<file path="src/rtl/cfe_pkg.sv">
`timescale 1ns / 1ps

package cfe_pkg;

  localparam logic [1:0] OP_INSERT = 2'd0;
  localparam logic [1:0] OP_LOOKUP = 2'd1;
  localparam logic [1:0] OP_CLEAR  = 2'd2;

  localparam logic       REG_MAX_MOVES   = 1'b0;
  localparam logic [3:0] MAX_MOVES_RESET = 4'd8;

  localparam logic [15:0] HASH_SEED = 16'd5381;

  typedef enum logic [1:0] {
    K_INS,
    K_LOOK,
    K_CLR,
    K_NOP
  } kind_t;

  typedef struct packed {
    logic [1:0]  opcode;
    logic [15:0] key;
    logic        victim_pick;
  } in_t;

  typedef struct packed {
    logic       ok;
    logic [3:0] moves;
  } out_t;

  typedef struct packed {
    kind_t       kind;
    logic        pick;
    logic [15:0] fp;
  } cmd_t;

  // djb over low byte then high byte, kept to 16 bits
  function automatic logic [15:0] hash16(input logic [15:0] v);
    logic [15:0] h;
    h = HASH_SEED;
    h = (h << 5) + h + {8'h00, v[7:0]};
    h = (h << 5) + h + {8'h00, v[15:8]};
    return h;
  endfunction

endpackage

</file>
<file path="src/rtl/cuckoo_filter_engine.sv">
`timescale 1ns / 1ps

// channel | signals                         | direction | word
// req     | req_valid, req_ready, req       | in        | opcode, key, victim_pick
// rsp     | rsp_valid, rsp_ready, rsp       | out       | ok, moves
// apb     | psel, penable, pwrite, paddr... | in        | max_moves at byte 0
//
// Insert relocates at most max_moves victims (one when max_moves is 0), each step
// being one table read then one write on the single RAM.
// Clear zeroes one table entry per cycle.
// A front register and the queue lie ahead of the back end.
// After reset the table is swept with req_ready low.
// A two-word queue lets req accept words while the back end works or rsp stalls.
module cuckoo_filter_engine #(
  parameter int BUCKETS = 128
) (
  input  logic          clk,
  input  logic          rst,
  input  logic          req_valid,
  output logic          req_ready,
  input  cfe_pkg::in_t  req,
  output logic          rsp_valid,
  input  logic          rsp_ready,
  output cfe_pkg::out_t rsp,
  input  logic          psel,
  input  logic          penable,
  input  logic          pwrite,
  input  logic [2:0]    paddr,
  input  logic [31:0]   pwdata,
  output logic [31:0]   prdata,
  output logic          pready
);

  import cfe_pkg::*;

  logic [3:0] max_moves;
  logic       init_busy;
  logic       f_valid;
  logic       f_ready;
  cmd_t       f_cmd;
  logic       q_valid;
  logic       q_ready;
  cmd_t       q_cmd;

  assign pready = 1'b1;
  assign prdata = (paddr[2] == REG_MAX_MOVES) ? {28'h0, max_moves} : 32'h0;

  always_ff @(posedge clk) begin
    if (rst) begin
      max_moves <= MAX_MOVES_RESET;
    end else if (psel && penable && pwrite && pready && (paddr[2] == REG_MAX_MOVES)) begin
      max_moves <= pwdata[3:0];
    end
  end

  cfe_front u_front (
    .clk       (clk),
    .rst       (rst),
    .hold      (init_busy),
    .req_valid (req_valid),
    .req_ready (req_ready),
    .req       (req),
    .cmd_valid (f_valid),
    .cmd_ready (f_ready),
    .cmd       (f_cmd)
  );

  cfe_queue u_queue (
    .clk     (clk),
    .rst     (rst),
    .w_valid (f_valid),
    .w_ready (f_ready),
    .w_cmd   (f_cmd),
    .r_valid (q_valid),
    .r_ready (q_ready),
    .r_cmd   (q_cmd)
  );

  cfe_back #(
    .BUCKETS (BUCKETS)
  ) u_back (
    .clk       (clk),
    .rst       (rst),
    .max_moves (max_moves),
    .init_busy (init_busy),
    .q_valid   (q_valid),
    .q_ready   (q_ready),
    .q_cmd     (q_cmd),
    .rsp_valid (rsp_valid),
    .rsp_ready (rsp_ready),
    .rsp       (rsp)
  );

endmodule

</file>
<file path="src/rtl/cfe_ram.sv">
`timescale 1ns / 1ps

module cfe_ram #(
  parameter int WIDTH = 16,
  parameter int DEPTH = 128
) (
  input  logic                     clk,
  input  logic                     we,
  input  logic [$clog2(DEPTH)-1:0] waddr,
  input  logic [WIDTH-1:0]         wdata,
  input  logic [$clog2(DEPTH)-1:0] raddr,
  output logic [WIDTH-1:0]         rdata
);

  logic [WIDTH-1:0] mem [DEPTH];

  always_ff @(posedge clk) begin
    if (we) begin
      mem[waddr] <= wdata;
    end
    rdata <= mem[raddr];
  end

endmodule

</file>
<file path="src/rtl/cfe_front.sv">
`timescale 1ns / 1ps

module cfe_front (
  input  logic          clk,
  input  logic          rst,
  input  logic          hold,
  input  logic          req_valid,
  output logic          req_ready,
  input  cfe_pkg::in_t  req,
  output logic          cmd_valid,
  input  logic          cmd_ready,
  output cfe_pkg::cmd_t cmd
);

  import cfe_pkg::*;

  logic  s_valid;
  cmd_t  s_cmd;
  kind_t kind;

  always_comb begin
    case (req.opcode)
      OP_INSERT: kind = K_INS;
      OP_LOOKUP: kind = K_LOOK;
      OP_CLEAR:  kind = K_CLR;
      default:   kind = K_NOP;
    endcase
  end

  assign req_ready = !hold && (!s_valid || cmd_ready);
  assign cmd_valid = s_valid;
  assign cmd       = s_cmd;

  always_ff @(posedge clk) begin
    if (rst) begin
      s_valid <= 1'b0;
    end else if (req_valid && req_ready) begin
      s_valid    <= 1'b1;
      s_cmd.kind <= kind;
      s_cmd.pick <= req.victim_pick;
      s_cmd.fp   <= hash16(req.key);
    end else if (cmd_ready) begin
      s_valid <= 1'b0;
    end
  end

endmodule

</file>
<file path="src/rtl/cfe_queue.sv">
`timescale 1ns / 1ps

module cfe_queue (
  input  logic          clk,
  input  logic          rst,
  input  logic          w_valid,
  output logic          w_ready,
  input  cfe_pkg::cmd_t w_cmd,
  output logic          r_valid,
  input  logic          r_ready,
  output cfe_pkg::cmd_t r_cmd
);

  import cfe_pkg::*;

  cmd_t       slots [2];
  logic       wp;
  logic       rp;
  logic [1:0] cnt;
  logic       push;
  logic       pop;

  assign w_ready = (cnt != 2'd2);
  assign r_valid = (cnt != 2'd0);
  assign r_cmd   = slots[rp];
  assign push    = w_valid && w_ready;
  assign pop     = r_valid && r_ready;

  always_ff @(posedge clk) begin
    if (push) begin
      slots[wp] <= w_cmd;
    end
  end

  always_ff @(posedge clk) begin
    if (rst) begin
      wp  <= 1'b0;
      rp  <= 1'b0;
      cnt <= 2'd0;
    end else begin
      if (push) begin
        wp <= ~wp;
      end
      if (pop) begin
        rp <= ~rp;
      end
      if (push && !pop) begin
        cnt <= cnt + 2'd1;
      end else if (pop && !push) begin
        cnt <= cnt - 2'd1;
      end
    end
  end

endmodule

</file>
<file path="src/rtl/cfe_back.sv">
`timescale 1ns / 1ps

module cfe_back #(
  parameter int BUCKETS = 128
) (
  input  logic          clk,
  input  logic          rst,
  input  logic [3:0]    max_moves,
  output logic          init_busy,
  input  logic          q_valid,
  output logic          q_ready,
  input  cfe_pkg::cmd_t q_cmd,
  output logic          rsp_valid,
  input  logic          rsp_ready,
  output cfe_pkg::out_t rsp
);

  import cfe_pkg::*;

  localparam int IW = $clog2(BUCKETS);
  localparam logic [IW-1:0] LAST = IW'(BUCKETS - 1);

  typedef enum logic [2:0] {
    S_CLR,
    S_IDLE,
    S_HASH,
    S_RD2,
    S_CHK,
    S_MOVE_A,
    S_MOVE_B,
    S_DONE
  } state_t;

  state_t      state;
  logic [IW-1:0] cnt;
  logic        report;
  kind_t       kind;
  logic        pick;
  logic [15:0] fp;
  logic [IW-1:0] i1;
  logic [IW-1:0] i2;
  logic [15:0] d1;
  logic [IW-1:0] vi;
  logic [15:0] victim;
  logic [3:0]  moves;
  logic        res_ok;

  logic [3:0]    lim;
  logic [3:0]    moves_next;
  logic [15:0]   hf;
  logic [15:0]   hv;
  logic [IW-1:0] nvi;
  logic          res_load;

  logic          we;
  logic [IW-1:0] waddr;
  logic [15:0]   wdata;
  logic [IW-1:0] raddr;
  logic [15:0]   rd;

  cfe_ram #(
    .WIDTH (16),
    .DEPTH (BUCKETS)
  ) u_table (
    .clk   (clk),
    .we    (we),
    .waddr (waddr),
    .wdata (wdata),
    .raddr (raddr),
    .rdata (rd)
  );

  assign lim        = (max_moves == 4'd0) ? 4'd1 : max_moves;
  assign moves_next = moves + 4'd1;
  assign hf         = hash16(fp);
  assign hv         = hash16(victim);
  assign nvi        = vi ^ hv[IW-1:0];
  assign q_ready    = (state == S_IDLE);
  assign init_busy  = (state == S_CLR) && !report;
  assign res_load   = (state == S_DONE) && (!rsp_valid || rsp_ready);

  always_comb begin
    we    = 1'b0;
    waddr = cnt;
    wdata = 16'h0000;
    raddr = i1;
    case (state)
      S_CLR: begin
        we = 1'b1;
      end
      S_RD2: begin
        raddr = i2;
      end
      S_CHK: begin
        if (kind == K_INS) begin
          we    = 1'b1;
          wdata = fp;
          if (d1 == 16'h0000) begin
            waddr = i1;
          end else if (rd == 16'h0000) begin
            waddr = i2;
          end else begin
            waddr = pick ? i1 : i2;
          end
        end
      end
      S_MOVE_A: begin
        raddr = nvi;
      end
      S_MOVE_B: begin
        we    = 1'b1;
        waddr = vi;
        wdata = victim;
      end
      default: begin
        we = 1'b0;
      end
    endcase
  end

  always_ff @(posedge clk) begin
    if (rst) begin
      state     <= S_CLR;
      cnt       <= '0;
      report    <= 1'b0;
      rsp_valid <= 1'b0;
    end else begin
      if (rsp_valid && rsp_ready && !res_load) begin
        rsp_valid <= 1'b0;
      end
      case (state)
        S_CLR: begin
          cnt <= cnt + IW'(1);
          if (cnt == LAST) begin
            state <= report ? S_DONE : S_IDLE;
          end
        end
        S_IDLE: begin
          if (q_valid) begin
            kind   <= q_cmd.kind;
            pick   <= q_cmd.pick;
            fp     <= q_cmd.fp;
            i1     <= q_cmd.fp[IW-1:0];
            moves  <= 4'd0;
            res_ok <= 1'b0;
            case (q_cmd.kind)
              K_CLR: begin
                report <= 1'b1;
                cnt    <= '0;
                res_ok <= 1'b1;
                state  <= S_CLR;
              end
              K_NOP: begin
                state <= S_DONE;
              end
              default: begin
                state <= S_HASH;
              end
            endcase
          end
        end
        S_HASH: begin
          i2    <= i1 ^ hf[IW-1:0];
          state <= S_RD2;
        end
        S_RD2: begin
          d1    <= rd;
          state <= S_CHK;
        end
        S_CHK: begin
          if (kind == K_LOOK) begin
            res_ok <= (d1 == fp) || (rd == fp);
            state  <= S_DONE;
          end else if ((d1 == 16'h0000) || (rd == 16'h0000)) begin
            res_ok <= 1'b1;
            state  <= S_DONE;
          end else begin
            vi     <= pick ? i1 : i2;
            victim <= pick ? d1 : rd;
            state  <= S_MOVE_A;
          end
        end
        S_MOVE_A: begin
          vi    <= nvi;
          state <= S_MOVE_B;
        end
        S_MOVE_B: begin
          victim <= rd;
          moves  <= moves_next;
          if (rd == 16'h0000) begin
            res_ok <= 1'b1;
            state  <= S_DONE;
          end else if (moves_next >= lim) begin
            res_ok <= 1'b0;
            state  <= S_DONE;
          end else begin
            state <= S_MOVE_A;
          end
        end
        S_DONE: begin
          if (res_load) begin
            rsp_valid <= 1'b1;
            rsp.ok    <= res_ok;
            rsp.moves <= moves;
            report    <= 1'b0;
            state     <= S_IDLE;
          end
        end
        default: begin
          state <= S_IDLE;
        end
      endcase
    end
  end

`ifndef SYNTHESIS
  a_reset_sweep: assert property (@(posedge clk) rst |=> (state == S_CLR) && init_busy)
    else $error("reset did not start the table sweep");

  a_victim_full: assert property (@(posedge clk) disable iff (rst)
    (state == S_MOVE_B) |-> (victim != 16'h0000))
    else $error("relocating an empty victim");

  a_moves_bound: assert property (@(posedge clk) disable iff (rst)
    (state == S_MOVE_A) |-> (moves < lim))
    else $error("relocation past the move limit");

  a_result_moves: assert property (@(posedge clk) disable iff (rst)
    res_load |-> (moves <= lim))
    else $error("reported move count above limit");
`endif

endmodule

</file>
<file path="config.mk">
export PLATFORM = sky130hd
export DESIGN_NAME = cuckoo_filter_engine
export DESIGN_NICKNAME = d
export VERILOG_FILES = /design/src/rtl/cfe_pkg.sv /design/src/rtl/cuckoo_filter_engine.sv /design/src/rtl/cfe_ram.sv /design/src/rtl/cfe_front.sv /design/src/rtl/cfe_queue.sv /design/src/rtl/cfe_back.sv
export SDC_FILE = /design/constraint.sdc
export NUM_CORES = 2
export LEC_CHECK = 0
export BUFFER_PORTS_ARGS = -buffer_cell sky130_fd_sc_hd__buf_4
export CORE_ASPECT_RATIO = 1.1
export CORE_UTILIZATION = 25
export DETAILED_ROUTE_END_ITERATION = 6
export PLACE_DENSITY = 0.36
export REMOVE_ABC_BUFFERS = 1
export SLEW_MARGIN = 30
export SYNTH_ARGS = -nofsm -noshare
export SYNTH_HDL_FRONTEND = slang
export SYNTH_SLANG_ARGS = --single-unit
</file>
<file path="constraint.sdc">
create_clock -name clk -period 7.75 [get_ports clk]
set_input_delay 0 -clock clk [delete_from_list [all_inputs] [get_ports clk]]
set_output_delay 0 -clock clk [all_outputs]
set_load 0.03 [all_outputs]
</file>
Word level (Yosys, flattened, before mapping) --
Memory sizes are Yosys's and may differ from the RTL's. A register that Yosys moved wholly into a read port is not among the register bits. Index checks and enable logic that the tools add are counted.
Word-level totals: bits in writable memories 2086, register bits after elaboration 122, memories kept 2, output and inout port bits 40
Operators by class: muxes and demuxes 59, reductions and logical operators 52, add/subtract/negate cells 13, bitwise gates (word level) 6, equal/unequal tests 24, magnitude comparators 1
Memories:
- u_back.u_table.mem | depth 128, width 16, rd ports 1, clocked after memory_dff 1, wr ports 1, line cfe_ram.sv:15 | logic [WIDTH-1:0] mem [DEPTH];
- u_queue.slots | depth 2, width 19, rd ports 1, clocked after memory_dff 1, wr ports 1, line cfe_queue.sv:16 | cmd_t slots [2];
Operator list (count):
- two-way mux 16 bit | 4
- one-hot mux 16 bit (2 select lines) | 2
- two-way mux 7 bit | 8
- one-hot mux 7 bit (2 select lines) | 4
- == test 16 bit | 2
- logical NOT 16 bit | 2
- adder 7 bit | 4
- one-hot mux 3 bit (8 select lines) | 1
- two-way mux 1 bit | 21
- two-way mux 3 bit | 6
- adder 16 bit | 1
- adder 16 x 8 -> 16 bit | 1
- adder 16 x 8 -> 16 bit (first input constant) | 1
- nonzero test 2 bit | 8
- AND reduction 3 bit | 5
- adder 6 x 7 -> 7 bit (first input constant) | 2
- XOR 7 bit | 2
- logical AND 1 bit | 13
- == test 3 bit (second input constant) | 4
- two-way mux 4 bit | 3
- AND reduction 4 bit | 3
- two-way mux 2 bit | 4
- inequality test 2 bit (second input constant) | 4
- one-hot mux 4 bit (2 select lines) | 1
- 26 further kinds | 49

Depth between registers and ports, before layout --
depth in word-level cells 8, gate-level depth with buffers 19, gate-level depth less buffers 15

Hierarchy --
A second synthesis with hierarchy kept.
Unflattened totals: cell total of the unflattened synthesis 3827, area total of the unflattened synthesis 87423.8 sq um
By module, submodules not included:
- cfe_ram | times used 1, cells each 3086, seq. area each 61819.3 sq um, area each 78522.8 sq um
- cfe_back | times used 1, cells each 465, seq. area each 2492.4 sq um, area each 5281.3 sq um
- cfe_queue | times used 1, cells each 83, seq. area each 1241.2 sq um, area each 1590.3 sq um
- cfe_front | times used 1, cells each 140, seq. area each 590.6 sq um, area each 1582.8 sq um
- cuckoo_filter_engine | times used 1, cells each 53, seq. area each 80.1 sq um, area each 446.7 sq um

Worst setup path before layout --
Ideal clock, no wire load.
path kind register -> register, from register u_back.state[2], to memory u_back.u_table.mem[0][0] (data pin), arrival 6.149 ns, path buffers 2, data required time 6.553 ns, stages on the path, launching flop included 7, slack 0.404 ns, setup time 1.197 ns, period minus slack after synthesis 7.346 ns, path through dfxtp_1 buf_2 buf_2 inv_1 nor2_1 nand2_1 o21ai_0
On the way: cells in the longest elaborated chain, start to end 2, elaborated cells between the ends (all ways) 3
RTL lines:
- start, declared | line cfe_back.sv:34 | state_t state;
- start signal, assigned | line cfe_back.sv:135 | state <= report ? S_DONE : S_IDLE;
- == test 3 bit | line cfe_back.sv:87 | case (state)
- one-hot mux 16 bit (2 select lines) (*) | line cfe_back.sv:87
- net u_back.u_table.wdata[0] | line cfe_ram.sv:10 | input logic [WIDTH-1:0] wdata,
- end, declared | line cfe_ram.sv:15
The timed path passes the listed nets; every way through them passes the cells marked *.

Worst setup path in the final report --
from register u_back.victim[1], to register u_back.u_table.rdata[3] (read register of u_back.u_table.mem)
On the way: cells in the longest elaborated chain, start to end 5
RTL lines:
- start, declared | line cfe_back.sv:44 | logic [15:0] victim;
- start signal, assigned | line cfe_back.sv:179 | victim <= pick ? d1 : rd;
- start signal, assigned | line cfe_back.sv:188 | victim <= rd;
- adder 6 x 7 -> 7 bit | line cfe_pkg.sv:42 | h = (h << 5) + h + {8'h00, v[7:0]};
- adder 7 bit (2 in series) | line cfe_pkg.sv:43 | h = (h << 5) + h + {8'h00, v[15:8]};
- XOR 7 bit | line cfe_back.sv:77 | assign nvi = vi ^ hv[IW-1:0];
- one-hot mux 7 bit (2 select lines) | line cfe_back.sv:87
- end, declared | line cfe_ram.sv:12 | output logic [WIDTH-1:0] rdata
Every way passes these cells. A chain may end at the register's enable or synchronous reset.

==> metrics.md <==
| Metric | Value |
|---|---|
| Synth cell types | `83` |
| Antenna violations before repair | `17` |
| Clock buffer count from CTS | `263` |
| Final HPWL DP | `186.8 mm` |
| ANT nets after route | `0` |
| Crit Path Category | `register to register` |
| Grt total ovfl | `0` |
| Worst setup SP type | `register` |
| Ports | `101` |
| Largest family of logic cells by synthesized area | `simple AND/OR/NAND/NOR gates` |
| Adder-Cell Fraction of Synth Area | `0.8847%` |
| CP Cell Sequence | `ha_1 -> ha_1 -> ha_1 -> xor2_1 -> a32oi_4 -> buf_12 -> and2_4 -> buf_4 -> nor2_1 -> nand3_1 -> nand4_1 -> o31ai_1 -> nand4_1` |
| Clock skew | `46.19 ps` |
| Uppermost layer routed | `met4` |
| Multiplexer share of the synthesized area | `1.267%` |
| Vias in the first global route | `56.24k` |
| Hold WS | `69.64 ps` |
| Worst Path Max Fanout | `87` |
| Worst Tran Pin Value | `1170 ps` |
| Residual DRC | `0` |
| Pwr Density | `235.0 nW/um^2` |
| H-tree depth | `5` |
| GPL Wtd Cong | `0.8017` |
| Die height | `632.1 um` |
| Ys flop type | `edfxtp_1` |
| Data required, critical path | `8420 ps` |
| Static Leak | `35.60 nW` |
| First-pass DRT Iterations | `6` |
| Mapped Cells | `6822` |
| Synth Area in Compound Gates | `6.590%` |
| Most frequent CP cell | `ha_1` |
| Global-route wire length before repair | `445.3 mm` |
| Hold Fails Final Rpt | `0` |
| Critical path arrival | `6690 ps` |
| # fillers | `36.24k` |
| Syn. warnings | `0` |
| VDD IR-drop max | `0.1293 mV` |
| Met3 WL | `14.52 mm` |
| Wire per inst | `26.46 um` |
| Metal2 WL | `155.0 mm` |
| Reg clk slew, reported paths | `60 ps` |
| Logic pwr share | `1.1%` |
| Status | `completed` |
| Share of total power in the clock network | `46.8%` |
| Initial core utilization | `25.09%` |
| Worst slew margin | `21.35%` |
| Slowest cell on crit path | `o31ai_1` |
| Setup violators final | `0` |
| Count of input and output buffers | `41` |
| Setup ws final | `1723 ps` |
| Achievable Freq | `165.9 MHz` |
| Finished Core Util | `29.57%` |
| Layout Cells excl Fill | `12.02k` |
| Critical Path Sink Type | `register` |
| Max stage delay on crit path | `1010 ps` |
| Internal | `19.81 mW` |
| Final Cycle Share | `77.77%` |
| Pwr Total | `24.99 mW` |
| Worst hold path type | `input pin to register` |
| Area delta synth->final | `17.84%` |
| Clock Latency Late Sink | `900 ps` |
| DR vias/cell | `4.751` |
| Setup Buffers After CTS | `0` |
| Die ar. | `363300 um^2` |
| Slew Viols, Final | `0` |
| Routed vias | `57.10k` |
| Post-DP Area | `97750 um^2` |
| Sink Count | `2218` |
| Post-synthesis cell area | `90230 um^2` |
| Post-Route M1 WL | `139.7 mm` |
| Design Area, Final | `106300 um^2` |
| Syn avg cell area | `13.23 um^2` |
| Number of synthesized flops with an enable pin | `2180` |
| Placed cell count | `11.49k` |
| Total Routing Usage GR | `17.10%` |
| Asr flop ratio synth | `0%` |
| Xor/xnor cell area share of the yosys netlist | `0.9347%` |
| CTS tree | `built` |
| Sequential power share | `52.1%` |
| CTS max path bufs | `4` |
| Psw | `5.174 mW` |
| Reported max-cap violation count | `0` |
| DR iter-0 viols | `4713` |
| Setup_tns | `0 ps` |
| Rows | `231` |
| Die width | `574.8 um` |
| Synth Area in Simple Gates | `14.53%` |
| Setup slack at placement | `1637 ps` |
| Seq cells post-synth | `2218` |
| Sw frac | `20.71%` |
| Post-layout minimum cycle time | `6027 ps` |
| Core area | `359600 um^2` |
| Root buffer cell | `clkbuf_16` |
| RSZ-0062 raised after global routing | `no` |
| Layout cells sized above 1 | `11.26%` |
| WL final | `318.0 mm` |
| Sequential area share after synthesis | `73.40%` |
| R2R setup slack | `1720 ps` |
| Largest net degree at the start of global routing | `109` |
| Final nets | `7157` |
==> kinds of logic (layout without fill, tap and decap cells) <==
kind of cell               after synthesis  in the layout
AOI/OAI and AO/OA                      826            826
buffers and inverters                  504            890
xor gates and xnor gates                93             93
adders and majority gates               59             59
other                                    2             36
muxes                                  110            110
and+or+nand+nor                       3010           3010
DFF                                   2218           2218
==> cell type report <==
type                    instances  area (um^2)  area share, %
inverters                      35        131.4         0.1236
flip-flops and latches       2218        66220          62.29
clock buffers                 346         7134          6.710
multi-input cells            4127        22450          21.11
repair buffers                392         3596          3.382
clock inverters               117        792.0         0.7449
diodes                          7        17.52        0.01648
well taps                    4776         5976          5.620
==> cells in the final DEF (no fill, tap or decap), types with 10 or more instances in the layout <==
cell type / synthesis / routed
edfxtp_1: 2180 / 2180
nand2_1: 1716 / 1713
nand3_1: 720 / 719
buf_4: 31 / 292
clkbuf_16: 0 / 272
a31oi_1: 216 / 216
and3_1: 214 / 212
a211oi_1: 181 / 180
nor2_1: 226 / 166
a32oi_1: 87 / 86
mux2i_1: 76 / 76
xnor2_1: 70 / 70
clkbuf_1: 225 / 69
a21oi_1: 68 / 68
clkinv_1: 1 / 63
dlygate4sd3_1: 0 / 59
nand4_1: 56 / 56
o21ai_0: 58 / 53
ha_1: 51 / 51
nor2_2: 0 / 44
a22oi_1: 37 / 37
dfxtp_1: 38 / 37
mux2_2: 34 / 34
inv_1: 33 / 33
buf_12: 0 / 33
a32o_1: 32 / 32
conb_1: 2 / 29
a221oi_1: 26 / 26
clkinv_2: 0 / 26
xor2_1: 21 / 21
nor2_4: 0 / 16
a22o_4: 0 / 15
nand2b_1: 14 / 14
o22ai_1: 12 / 12
a21o_1: 10 / 10
o21ai_1: 6 / 10
==> final timing paths <==
check | from | to | cells after the start
max | u_back.victim[1]$_DFFE_PP_ | u_back.u_table.rdata[3]$_DFF_P_ | 13
min | req[3] | u_front.cmd[8]$_DFFE_PP_ | 5
max reg2reg | u_back.victim[1]$_DFFE_PP_ | u_back.u_table.rdata[3]$_DFF_P_ | 13
min reg2reg | u_back.res_ok$_DFFE_PP_ | u_back.rsp[4]$_DFFE_PP_ | 0
==> Yosys cell counts, types with 18 or more instances <==
cell type  number  share of area [%]
o21ai_0        58               0.32
nor2_1        226               0.94
a221oi_1       26               0.25
inv_1          33               0.14
edfxtp_1     2180                 73
a22o_1         18               0.17
ha_1           51               0.71
and3_1        214                1.5
a32o_1         32               0.36
a22oi_1        37               0.31
nand4_1        56               0.39
nand3_1       720                4.0
xor2_1         21               0.20
a32oi_1        87               0.84
clkbuf_1      225               0.94
a31oi_1       216                1.5
buf_2         118               0.65
a21oi_1        68               0.38
nand2_1      1716                7.1
buf_1          95               0.40
a211oi_1      181                1.5
dfxtp_1        38               0.84
buf_4          31               0.26
mux2_2         34               0.42
xnor2_1        70               0.68
mux2i_1        76               0.84
==> power groups by stage <==
stage / sequential [mW] / combinational (mW) / clock, mW
floorplan: 13.3 / 0.141 / 0
global placement: 13.3 / 0.222 / 0
detailed placement: 13.3 / 0.221 / 0
CTS: 13.0 / 0.277 / 12.0
global route: 13.0 / 0.303 / 12.4
finish: 13.0 / 0.277 / 11.7
==> metal layers <==
layer	vias to the layer above	global-route usage [%]
li1	25880	-
met2	1415	29.24
met1	29420	22.57
met3	387	2.362
met4	0	4.623
met5	-	0
==> repair_timing <==
item,4_1_cts,5_1_grt
setup endpoints to repair,0,0
resized for setup,0,0
hold buffers,59,0
hold endpoints to repair,118,0
==> registers in the layout (all words and copies together) (netlist names), 7 cells and up, named ones only <==
name,cells
u_back.cnt,7
u_back.d1,16
u_back.fp,10
u_back.i2,7
u_back.u_table.mem,2048
u_back.u_table.rdata,16
u_back.vi,7
u_back.victim,16
u_front.cmd,19
u_queue.slots,38
==> critical path: cells and delay by family, from the launching register on <==
kind                       cells  cell delay (ps)
buffers and inverters          2             1030
adders and majority gates      3              950
xor gates and xnor gates       1              190
and+or+nand+nor                5             1770
AOI/OAI and AO/OA              2             1330
DFF                            1              450
No activity file was read; power rests on OpenSTA's default activity.
